`config.mk`:
```
export PLATFORM = sky130hd
export DESIGN_NAME = brc_div
export DESIGN_NICKNAME = d
export VERILOG_FILES = /design/src/sv/brc_pkg.sv /design/src/sv/brc_div.sv
export SDC_FILE = /design/constraint.sdc
export NUM_CORES = 1
export LEC_CHECK = 0
export CAP_MARGIN = 10
export CORE_ASPECT_RATIO = 0.75
export CORE_UTILIZATION = 55
export DETAILED_ROUTE_END_ITERATION = 10
export DONT_BUFFER_PORTS = 1
export PLACE_DENSITY = 0.73
export RECOVER_POWER = 50
export SYNTH_ARGS = -nofsm -noshare
export SYNTH_HDL_FRONTEND = slang
export SYNTH_SLANG_ARGS = --single-unit
```
`constraint.sdc`:
```
create_clock -name clk -period 2.95 [get_ports clk]
set_clock_uncertainty 0.1 [all_clocks]
set_input_delay 0.1475 -clock clk [delete_from_list [all_inputs] [get_ports clk]]
set_output_delay 0.1475 -clock clk [all_outputs]
set_load 0.01 [all_outputs]
```
`src/sv/brc_pkg.sv`:
```
// shared constants and types for the bright region centroid block
package brc_pkg;

	// default sizes of the frame store and of one frame dimension
	localparam int MAX_PIXELS_DEF = 32768;
	localparam int MAX_DIM_DEF    = 1024;

	// field widths
	localparam int PIX_W      = 8;
	localparam int CFG_DIM_W  = 11;
	localparam int CFG_IDX_W  = 2;
	localparam int CFG_DATA_W = 11;
	localparam int OUT_CRD_W  = 10;
	localparam int OUT_NORM_W = 16;
	localparam int OUT_CNT_W  = 16;

	// fixed point format of the normalized position
	localparam int Q_FRAC = 15;

	// floor(d / 6) for an 8-bit d as (d * 171) >> 10
	localparam int RECIP6_MUL   = 171;
	localparam int RECIP6_SHIFT = 10;
	localparam int RECIP6_W     = 16;

	// register reset values
	localparam logic [CFG_DIM_W-1:0] FRAME_WIDTH_RST  = 11'd160;
	localparam logic [CFG_DIM_W-1:0] FRAME_HEIGHT_RST = 11'd120;
	localparam logic [PIX_W-1:0]     MIN_CONTRAST_RST = 8'd25;

	// frame state reset values
	localparam logic [PIX_W-1:0] LEVEL_MIN_RST = 8'hff;
	localparam logic [PIX_W-1:0] LEVEL_MAX_RST = 8'h00;

	// configuration register indexes
	typedef enum logic [CFG_IDX_W-1:0] {
		REG_FRAME_WIDTH  = 2'd0,
		REG_FRAME_HEIGHT = 2'd1,
		REG_MIN_CONTRAST = 2'd2
	} cfg_reg_t;

	// status of the divider: busy and done
	typedef struct packed {
		logic busy;
		logic done;
	} div_status_t;

endpackage

```
`src/sv/brc_div.sv`:
```
// restoring divider, one quotient bit per cycle
module brc_div #(
	parameter int DVD_W = 32,
	parameter int DVS_W = 16
) (
	input  logic                         clk,
	input  logic                         arst_n,
	input  logic                         start,
	input  logic [DVD_W-1:0]             dividend,
	input  logic [DVS_W-1:0]             divisor,
	output brc_pkg::div_status_t         status,
	output logic [DVD_W-1:0]             quotient
);

	localparam int CW = $clog2(DVD_W + 1);

	logic [DVD_W-1:0] quo_q;
	logic [DVS_W-1:0] rem_q;
	logic [DVS_W-1:0] dvs_q;
	logic [CW-1:0]    cnt_q;
	logic             busy_q;
	logic             done_q;
	logic [DVS_W:0]   shifted;
	logic [DVS_W:0]   diff;
	logic             ge;

	// one trial subtraction
	always_comb begin
		shifted = {rem_q, quo_q[DVD_W-1]};
		diff    = shifted - {1'b0, dvs_q};
		ge      = shifted >= {1'b0, dvs_q};
	end

	// control
	always_ff @(posedge clk or negedge arst_n) begin
		if (!arst_n) begin
			busy_q <= 1'b0;
			done_q <= 1'b0;
			cnt_q  <= '0;
		end else begin
			done_q <= 1'b0;
			if (start && !busy_q) begin
				busy_q <= 1'b1;
				cnt_q  <= CW'(DVD_W);
			end else if (busy_q) begin
				cnt_q <= cnt_q - CW'(1);
				if (cnt_q == CW'(1)) begin
					busy_q <= 1'b0;
					done_q <= 1'b1;
				end
			end
		end
	end

	// datapath
	always_ff @(posedge clk) begin
		if (start && !busy_q) begin
			quo_q <= dividend;
			rem_q <= '0;
			dvs_q <= divisor;
		end else if (busy_q) begin
			quo_q <= {quo_q[DVD_W-2:0], ge};
			rem_q <= ge ? diff[DVS_W-1:0] : shifted[DVS_W-1:0];
		end
	end

	assign status.busy = busy_q;
	assign status.done = done_q;
	assign quotient    = quo_q;

endmodule

```
# Yosys cells after proc, flatten, opt, wreduce, memory -nomap -nowiden
# Cells that the tools add are included.
# op_classes
n_lt_le_gt_ge,1
reduce_logical,3
n_eq_ne,1
muxes,11
n_addsub,2
# op_table
operator,n
32-bit two-way mux,2
17-bit by 16-bit greater-or-equal comparator with 1-bit output,1
16-bit two-way mux,1
16-bit subtractor,1
6-bit two-way mux,2
6-bit by 1-bit equality test with 1-bit output (second input constant),1
1-bit two-way mux,6
6-bit by 1-bit subtractor with 6-bit output (second input constant),1
2-bit nonzero test,1
1-bit logical AND,1
1-bit zero test,1
# word_totals
register_bits,72
in_bits,51
word_cells,24
out_inout_bits,34

# Depth between registers and ports, before layout
# Gate-level depths: netlist of run 1.
# depth
depth_word,4
depth_mapped,12
ltp_nobuf,11

# Worst setup path after synthesis of run 1
# Ideal clock, no wire load.
# synth_timing
path_kind,register -> register
from,"register quo_q[31], in the netlist quotient[31]"
to,register rem_q[14]
path_buffers,0
stages_incl_launch_ff,12
t_required_ns,2.790
setup_ns,0.060
period_less_slack_ns,2.448
t_arrival_ns,2.288
path_slack_ns,0.502
path_cell_list,edfxtp_1 -> inv_1 -> ha_1 -> inv_1 -> fa_1 -> nand3_1 -> a21oi_1 -> o221a_2 -> nor2_1 -> mux2_2 -> a211o_1 -> nand2_1
# synth_between
elab_chain_cells,2
elab_cells_between_ends,3
classes_between,add/sub: 1; order compare: 1; mux: 1
# synth_lines
item,line,source
start: declaration,brc_div.sv:17,logic [DVD_W-1:0] quo_q;
start signal: assignment,brc_div.sv:58,quo_q <= dividend;
start signal: assignment,brc_div.sv:62,"quo_q <= {quo_q[DVD_W-2:0], ge};"
16-bit subtractor or 17-bit by 16-bit greater-or-equal comparator with 1-bit output (tied branches),"brc_div.sv:30, brc_div.sv:31",
16-bit two-way mux *,brc_div.sv:63,rem_q <= ge ? diff[DVS_W-1:0] : shifted[DVS_W-1:0];
end signal: assignment,brc_div.sv:63,
end: declaration,brc_div.sv:18,logic [DVS_W-1:0] rem_q;
# Every way passes the cells marked *; elsewhere a longest branch is shown, timed or not.
# A chain may end at the register's enable or synchronous reset.

# Worst setup path in the final report of run 1
# Same ends and word-level chain as after synthesis.

==> metrics.md, run 1 <==
| Metric | Value |
|---|---|
| Share of cells above drive strength 1 | 14.6% |
| Critical Path End | rem_q[14]$_SDFFE_PP0P_ |
| Diode count | 0 |
| Clock transition at path regs | 0.08 ns |
| FMAX | 378 MHz |
| YS warnings | 0 |
| Clock sinks | 72 |
| Fin util | 70.5% |
| Max Cap Viol | 0 |
| Sw Pwr | 1.89 mW |
| GR Layer Usage met2 | 37.6% |
| Top post-synthesis cells by area | edfxtp_1 39%, mux2_2 9.7%, dfxtp_1 8.6% |
| Area grow syn2layout | 21.1% |
| Power Dens Cells | 1090 nW/um^2 |
| Syn_area_per_cell | 11.8 sq um |
| Detail Placement HPWL | 4860 um |
| Setup bufs post-CTS | 0 |
| Reg2reg path depth | 11 |
| Row count | 25 |
| Least-Margin Pin Slew | 1.14 ns |
| Largest net degree at the start of global routing | 34 |
| Most frequent cells after synthesis | 48 x edfxtp_1, 32 x mux2_2, 22 x inv_1, 22 x nand2_1, 20 x o21ai_0 |
| Chip width | 97.1 um |
| Congestion Overflow GR | 0 |
| RD Place Congestion | 0.863 |
| Leading cell type by number of instances after synthesis | edfxtp_1 |
| Fin. Hold Viols | 0 |
| Synthesized Nets | 387 |
| H-tree levels | 3 |
| First-pass GRT wire length | 12500 um |
| Slew Viols, Final | 0 |
| Status | finished, final reports clean |
| Routed WL per cell | 17.4 um |
| Overall global routing resource usage | 23.2% |
| Post-DRT Antenna Nets | 0 |
| GRT met3 Usage | 6.37% |
| Number of global-route vias before repair | 2579 |
| Vias | 2599 |
| Final setup viols | 0 |
| Clock Tree Root | clkbuf_8 |
| Die Ht | 73.3 um |
| Top cell type's share of synthesized area | 38.6% |
| Slew headroom | 23.8% |
| Critical R2R Capture | rem_q[14]$_SDFFE_PP0P_ |
| Crit path time final | 2.64 ns |
| Die Area | 7120 sq um |
| Via density | 5.69 |
| Kind of critical path | reg -> reg |
| Starting density of the core | 58.2% |
| Pleak | 1.80 nW |
| Number of buffers created by CTS | 9 |
| Total Wirelength | 7940 um |
| Synthesized area | 3730 sq um |
| Crit share post-route | 89.6% |
| Busiest grt layer | met2 |
| Cell-internal power | 3.06 mW |
| Clock share of power | 16.4% |
| Clock Path Buffers | 2 |
| 1st-iter DRT viols | 181 |
| Crit path max fanout | 3 |
| FFs w/ async S/R, synth | 11.1% |
| Number of buffers added on ports | 0 |
| Main synth FF type | edfxtp_1 |
| Synth unique cells | 46 |
| CP Launch Type | register |
| Part of the power in registers | 41.3% |
| DRC | 0 |
| Placed cell areas | 3830 sq um |
| Comb power frac | 42.3% |
| Synthesized flop and latch total | 72 |
| RSZ-0062 raised after global routing | no |
| Switching portion of total power | 38.2% |
| Largest area contributor in the netlist | edfxtp_1 |
| Final setup TNS | 0 ns |
| Seq/Total Area, Yosys | 52.6% |
| GRT met1 Usage | 29.9% |
| Peak supply drop | 0.521 mV |
| WHS | 0.0271 ns |
| Drt first pass iters | 5 |
| Nets | 441 |
| Final Cell Area | 4520 sq um |
| Reg-to-reg startpoint | quotient[31]$_DFFE_PP_ |
| R2r setup slk | 0.31 ns |
| Required @ worst endpoint | 3.15 ns |
| Number of flops mapped to enable cells by yosys | 48 |
| Instance count of the mapped netlist | 317 |
| Clk_lat worst skew | 0.36 ns |
| Critical path arrival | 2.85 ns |
| Core area | 6410 sq um |
| # IOs | 85 |
| CTS tree | built |
| Design Power | 4.94 mW |
| Worst Setup SP | quotient[31]$_DFFE_PP_ |
| Worst hold path class | in -> async |
| Antenna violations before repair | 0 |
| CP endpoint kind | register |
==> flip-flops by register name, indices dropped and copies added, names as in the netlist <==
name / cells
busy_q: 1
done_q: 1
cnt_q: 6
dvs_q: 16
quotient: 32
rem_q: 16
==> power groups by stage <==
stage	registers, mW	logic (mW)	clock network (mW)
detailed placement	2.04	2.00	0
finish	2.04	2.09	0.809
floorplan	1.95	1.68	0
global route	2.09	2.33	0.863
CTS	2.03	2.06	0.817
global placement	2.04	1.95	0
==> logic make-up (layout without fill, tap and decap cells) <==
| family | count (synthesis) | count (layout) | share of synthesized area (%) |
|---|---|---|---|
| adder cells (fa/ha/maj) | 19 | 19 | 6.58 |
| AO/OA/AOI/OAI | 69 | 69 | 12.0 |
| multiplexers | 44 | 44 | 12.9 |
| buffers and inverters | 36 | 95 | 4.46 |
| flip-flops | 72 | 72 | 52.6 |
| AND/OR/NAND/NOR | 64 | 64 | 8.39 |
| XOR/XNOR | 13 | 13 | 3.05 |
==> placed cells by master (no fill, tap or decap), types with 4 or more instances in the layout <==
cell,instances
dfxtp_1,16
dlygate4sd3_1,50
o21ai_0,20
clkbuf_8,9
edfxtp_1,48
a32oi_1,6
nand2b_1,7
xor2_1,6
o21ai_1,5
a21o_1,7
xnor2_1,7
nor2_1,13
nand3_1,6
a21oi_1,9
ha_1,18
inv_1,22
dfrtp_1,8
a31oi_1,4
nand2_1,22
mux2_2,32
mux2i_1,12
a211oi_1,4
o21a_1,4
==> through the flow <==
| stage | worst slack [ns] | instances |
|---|---|---|
| final | 0.307 | 457 |
| after global routing | 0.164 | 457 |
| after CTS | 0.315 | 457 |
| after detailed placement | 0.342 | 391 |
| after global placement | 0.390 | 391 |
| after floorplan | 0.502 | 317 |
==> metal layers <==
metal  wire (um)  share of wire [%]
met2        3740                 47
met3         449                5.7
met5           0                  0
met4         202                2.5
met1        3550                 45
==> layout make-up <==
type,count,area [sq um]
Tap cell,81,101
Multi-Input combinational cell,209,1600
Inverter,22,82.6
Clock inverter,7,76.3
Sequential cell,72,1960
Fill cell,464,1890
Timing Repair Buffer,57,571
Clock buffer,9,124
==> how the worst min path moves through the flow <==
stage,start,to,slack (ns),cells past startpoint
after global routing,arst_n,busy_q$_DFF_PN0_,0.05,1
after floorplan,arst_n,busy_q$_DFF_PN0_,-0.25,0
after global placement,arst_n,busy_q$_DFF_PN0_,-0.25,0
after detailed placement,arst_n,busy_q$_DFF_PN0_,-0.25,0
after CTS,start,dvs_q[15]$_DFFE_PP_,0.03,1
final,arst_n,busy_q$_DFF_PN0_,0.03,1
==> critical path: stages (launching register included) <==
cell and delay (ns):
edfxtp_1 0.45, inv_1 0.11, ha_1 0.16, inv_1 0.05
fa_1 0.42, nand3_1 0.11, a21oi_1 0.09, o221a_2 0.26
nor2_1 0.17, mux2_2 0.35, a211o_1 0.26, nand2_1 0.06
==> what timing repair did <==
action	4_1_cts	5_1_grt
hold buffers	50	0
resized for setup	0	0
hold endpoints to repair	58	0
Power figures use the tool's default switching activity.
==> inputs of run 2 (changes only) <==
- MAX_ROUTING_LAYER: default -> met4
- clock period: 2.95 -> 3.3 ns (I/O delays scaled with it)
==> metrics.md, run 2 (synthesis results as in run 1) <==
| Metric | Value |
|---|---|
| Area grow syn2layout | 20.1% (was 21.1%) |
| Final setup viols | 0 (unchanged) |
| Slew Viols, Final | 0 (unchanged) |
| DRC | 0 (unchanged) |
| Least-Margin Pin Slew | 0.926 ns (was 1.14 ns) |
| Crit path max fanout | 3 (unchanged) |
| WHS | 0.0612 ns (was 0.0271 ns) |
| Number of buffers created by CTS | 9 (unchanged) |
| Most common cell after layout, fill and taps aside | dlygate4sd3_1 (unchanged) |
| Power Dens Cells | 955 nW/um^2 (was 1090 nW/um^2) |
| Total Wirelength | 7460 um (was 7940 um) |
| Nets | 440 (was 441) |
| Max Cap Viol | 0 (unchanged) |
| Clock Tree Root | clkbuf_8 (unchanged) |
| Die Area | 7120 sq um (unchanged) |
| CP endpoint kind | register (unchanged) |
| Largest net degree at the start of global routing | 34 (unchanged) |
| Crit path largest cell delay | 0.45 ns (about the same) |
| Max reg flops | 32 (unchanged) |
| RSZ-0062 raised after global routing | no (unchanged) |
| RD Place Congestion | 0.849 (was 0.863) |
| Starting density of the core | 58.2% (unchanged) |
| Clock Path Buffers | 2 (unchanged) |
| Chip width | 97.1 um (unchanged) |
| Crit path time final | 2.67 ns (was 2.64 ns) |
| Congestion Overflow GR | 0 (unchanged) |
| Commonest cells after routing, fill and taps aside | 50 x dlygate4sd3_1, 48 x edfxtp_1, 32 x mux2_2 (unchanged) |
| Clk_lat worst skew | 0.36 ns (about the same) |
| Critical Path Slowest Stage Cell | edfxtp_1 (unchanged) |
| Slew headroom | 38.3% (was 23.8%) |
| CTS tree | built (unchanged) |
| Fin. Hold Viols | 0 (unchanged) |
| Crit path top cell by count | inv_1 (unchanged) |
| Peak supply drop | 0.482 mV (was 0.521 mV) |
| Clock transition at path regs | 0.09 ns (was 0.08 ns) |
| Fill cell count | 488 (was 464) |
| Detail Placement HPWL | 4830 um (was 4860 um) |
| Post-DRT Antenna Nets | 0 (unchanged) |
| Core area | 6410 sq um (unchanged) |
| Row count | 25 (unchanged) |
| CP Launch Type | register (unchanged) |
| H-tree levels | 3 (unchanged) |
| First-pass GRT wire length | 11900 um (was 12500 um) |
| Critical path arrival | 2.87 ns (was 2.85 ns) |
| Required @ worst endpoint | 3.50 ns (was 3.15 ns) |
| Die Ht | 73.3 um (unchanged) |
| Number of buffers added on ports | 0 (unchanged) |
| Cell Chain, Critical Path | inv_1 > ha_1 > inv_1 > fa_1 > nand3_1 > a21oi_1 > o221a_2 > nor2_1 > mux2_2 > a211o_1 > nand2_1 (unchanged) |
| Overall global routing resource usage | 22.4% (was 23.2%) |
| Final setup TNS | 0 ns (unchanged) |
| 1st-iter DRT viols | 111 (was 181) |
| Status | finished, final reports clean (unchanged) |
| Via density | 5.66 (was 5.69) |
| Share of cells above drive strength 1 | 14.7% (was 14.6%) |
| Drt first pass iters | 4 (was 5) |
| Routed WL per cell | 16.4 um (was 17.4 um) |
| # IOs | 85 (unchanged) |
| FMAX | 374 MHz (was 378 MHz) |
| Antenna violations before repair | 0 (unchanged) |
| Clock sinks | 72 (unchanged) |
| Number of global-route vias before repair | 2527 (was 2579) |
| Vias | 2581 (was 2599) |
| Crit share post-route | 81.0% (was 89.6%) |
| Kind of critical path | reg -> reg (unchanged) |
| Worst hold path class | in -> async (unchanged) |
| Diode count | 0 (unchanged) |
| Pleak | 1.79 nW (was 1.80 nW) |
## run 2: cell types whose count changed in the layout (fill, tap and decap cells not counted), sizes merged
| cell | before | now |
|---|---|---|
| clkinvlp | 2 | 1 |
| clkinv | 1 | 3 |
| bufinv | 1 | 0 |
| clkbuf | 11 | 10 |
## run 2: worst max-delay path, delay by kind of cell (launching register included)
kind,cells,cell delay (ns)
compound gates,3,0.61
fa+ha+maj,2,0.59
buf+inv,2,0.15
flops,1,0.45
mux,1,0.36
simple gates,3,0.35
## run 2: power by group
| part | internal (mW) | switching [mW] |
|---|---|---|
| Combinational | 0.906 | 0.899 |
| Clock | 0.279 | 0.361 |
| Sequential | 1.44 | 0.391 |
## run 2: layout make-up
type                    count  area [sq um]  share of cell area, %
clock inverters             7          52.6                   1.17
clock buffers               9           124                   2.77
inverters                  22          82.6                   1.84
repair buffers             56           554                   12.4
multi-input cells         209          1600                   35.8
flip-flops and latches     72          1960                   43.8
well taps                  81           101                   2.26
## run 2: final timing paths
path | depth (start not counted) | slack, ns | end | startpoint
setup / recovery | 11 | 0.63 | rem_q[14]$_SDFFE_PP0P_ | quotient[31]$_DFFE_PP_
hold / removal | 1 | 0.06 | cnt_q[2]$_DFFE_PN0P_ | arst_n
setup reg to reg | 11 | 0.63 | rem_q[14]$_SDFFE_PP0P_ | quotient[31]$_DFFE_PP_
hold reg to reg | 2 | 0.37 | rem_q[8]$_SDFFE_PP0P_ | rem_q[8]$_SDFFE_PP0P_
max in group asynchronous | 1 | 2.77 | cnt_q[3]$_DFFE_PN0P_ | arst_n
min in group clk | 3 | 0.09 | busy_q$_DFF_PN0_ | start
## run 2: through the flow
stage	total power, mW	utilization [%]	cell area [sq um]	setup slack, ns	cells
2_1_floorplan	3.24	-	3730	0.852	317
3_3_place_gp	3.51	59.5	3810	0.739	390
3_5_place_dp	3.58	59.5	3810	0.675	390
4_1_cts	4.28	70.0	4490	0.646	456
5_1_grt	4.58	69.8	4480	0.464	456
6_report	4.28	69.8	4480	0.627	456
## run 2: routing by layer
metal | global-route usage, % | wire length [um]
met1 | 28.8 | 3450
met5 | - | 0
met3 | 6.57 | 428
met2 | 34.4 | 3490
met4 | 7.63 | 94
## run 2: what timing repair did
item / 4_1_cts / 5_1_grt
hold endpoints to repair: 58 / 0
buffers inserted: 0 / 0
gates resized for setup: 0 / 0
hold buffers: 50 / 0
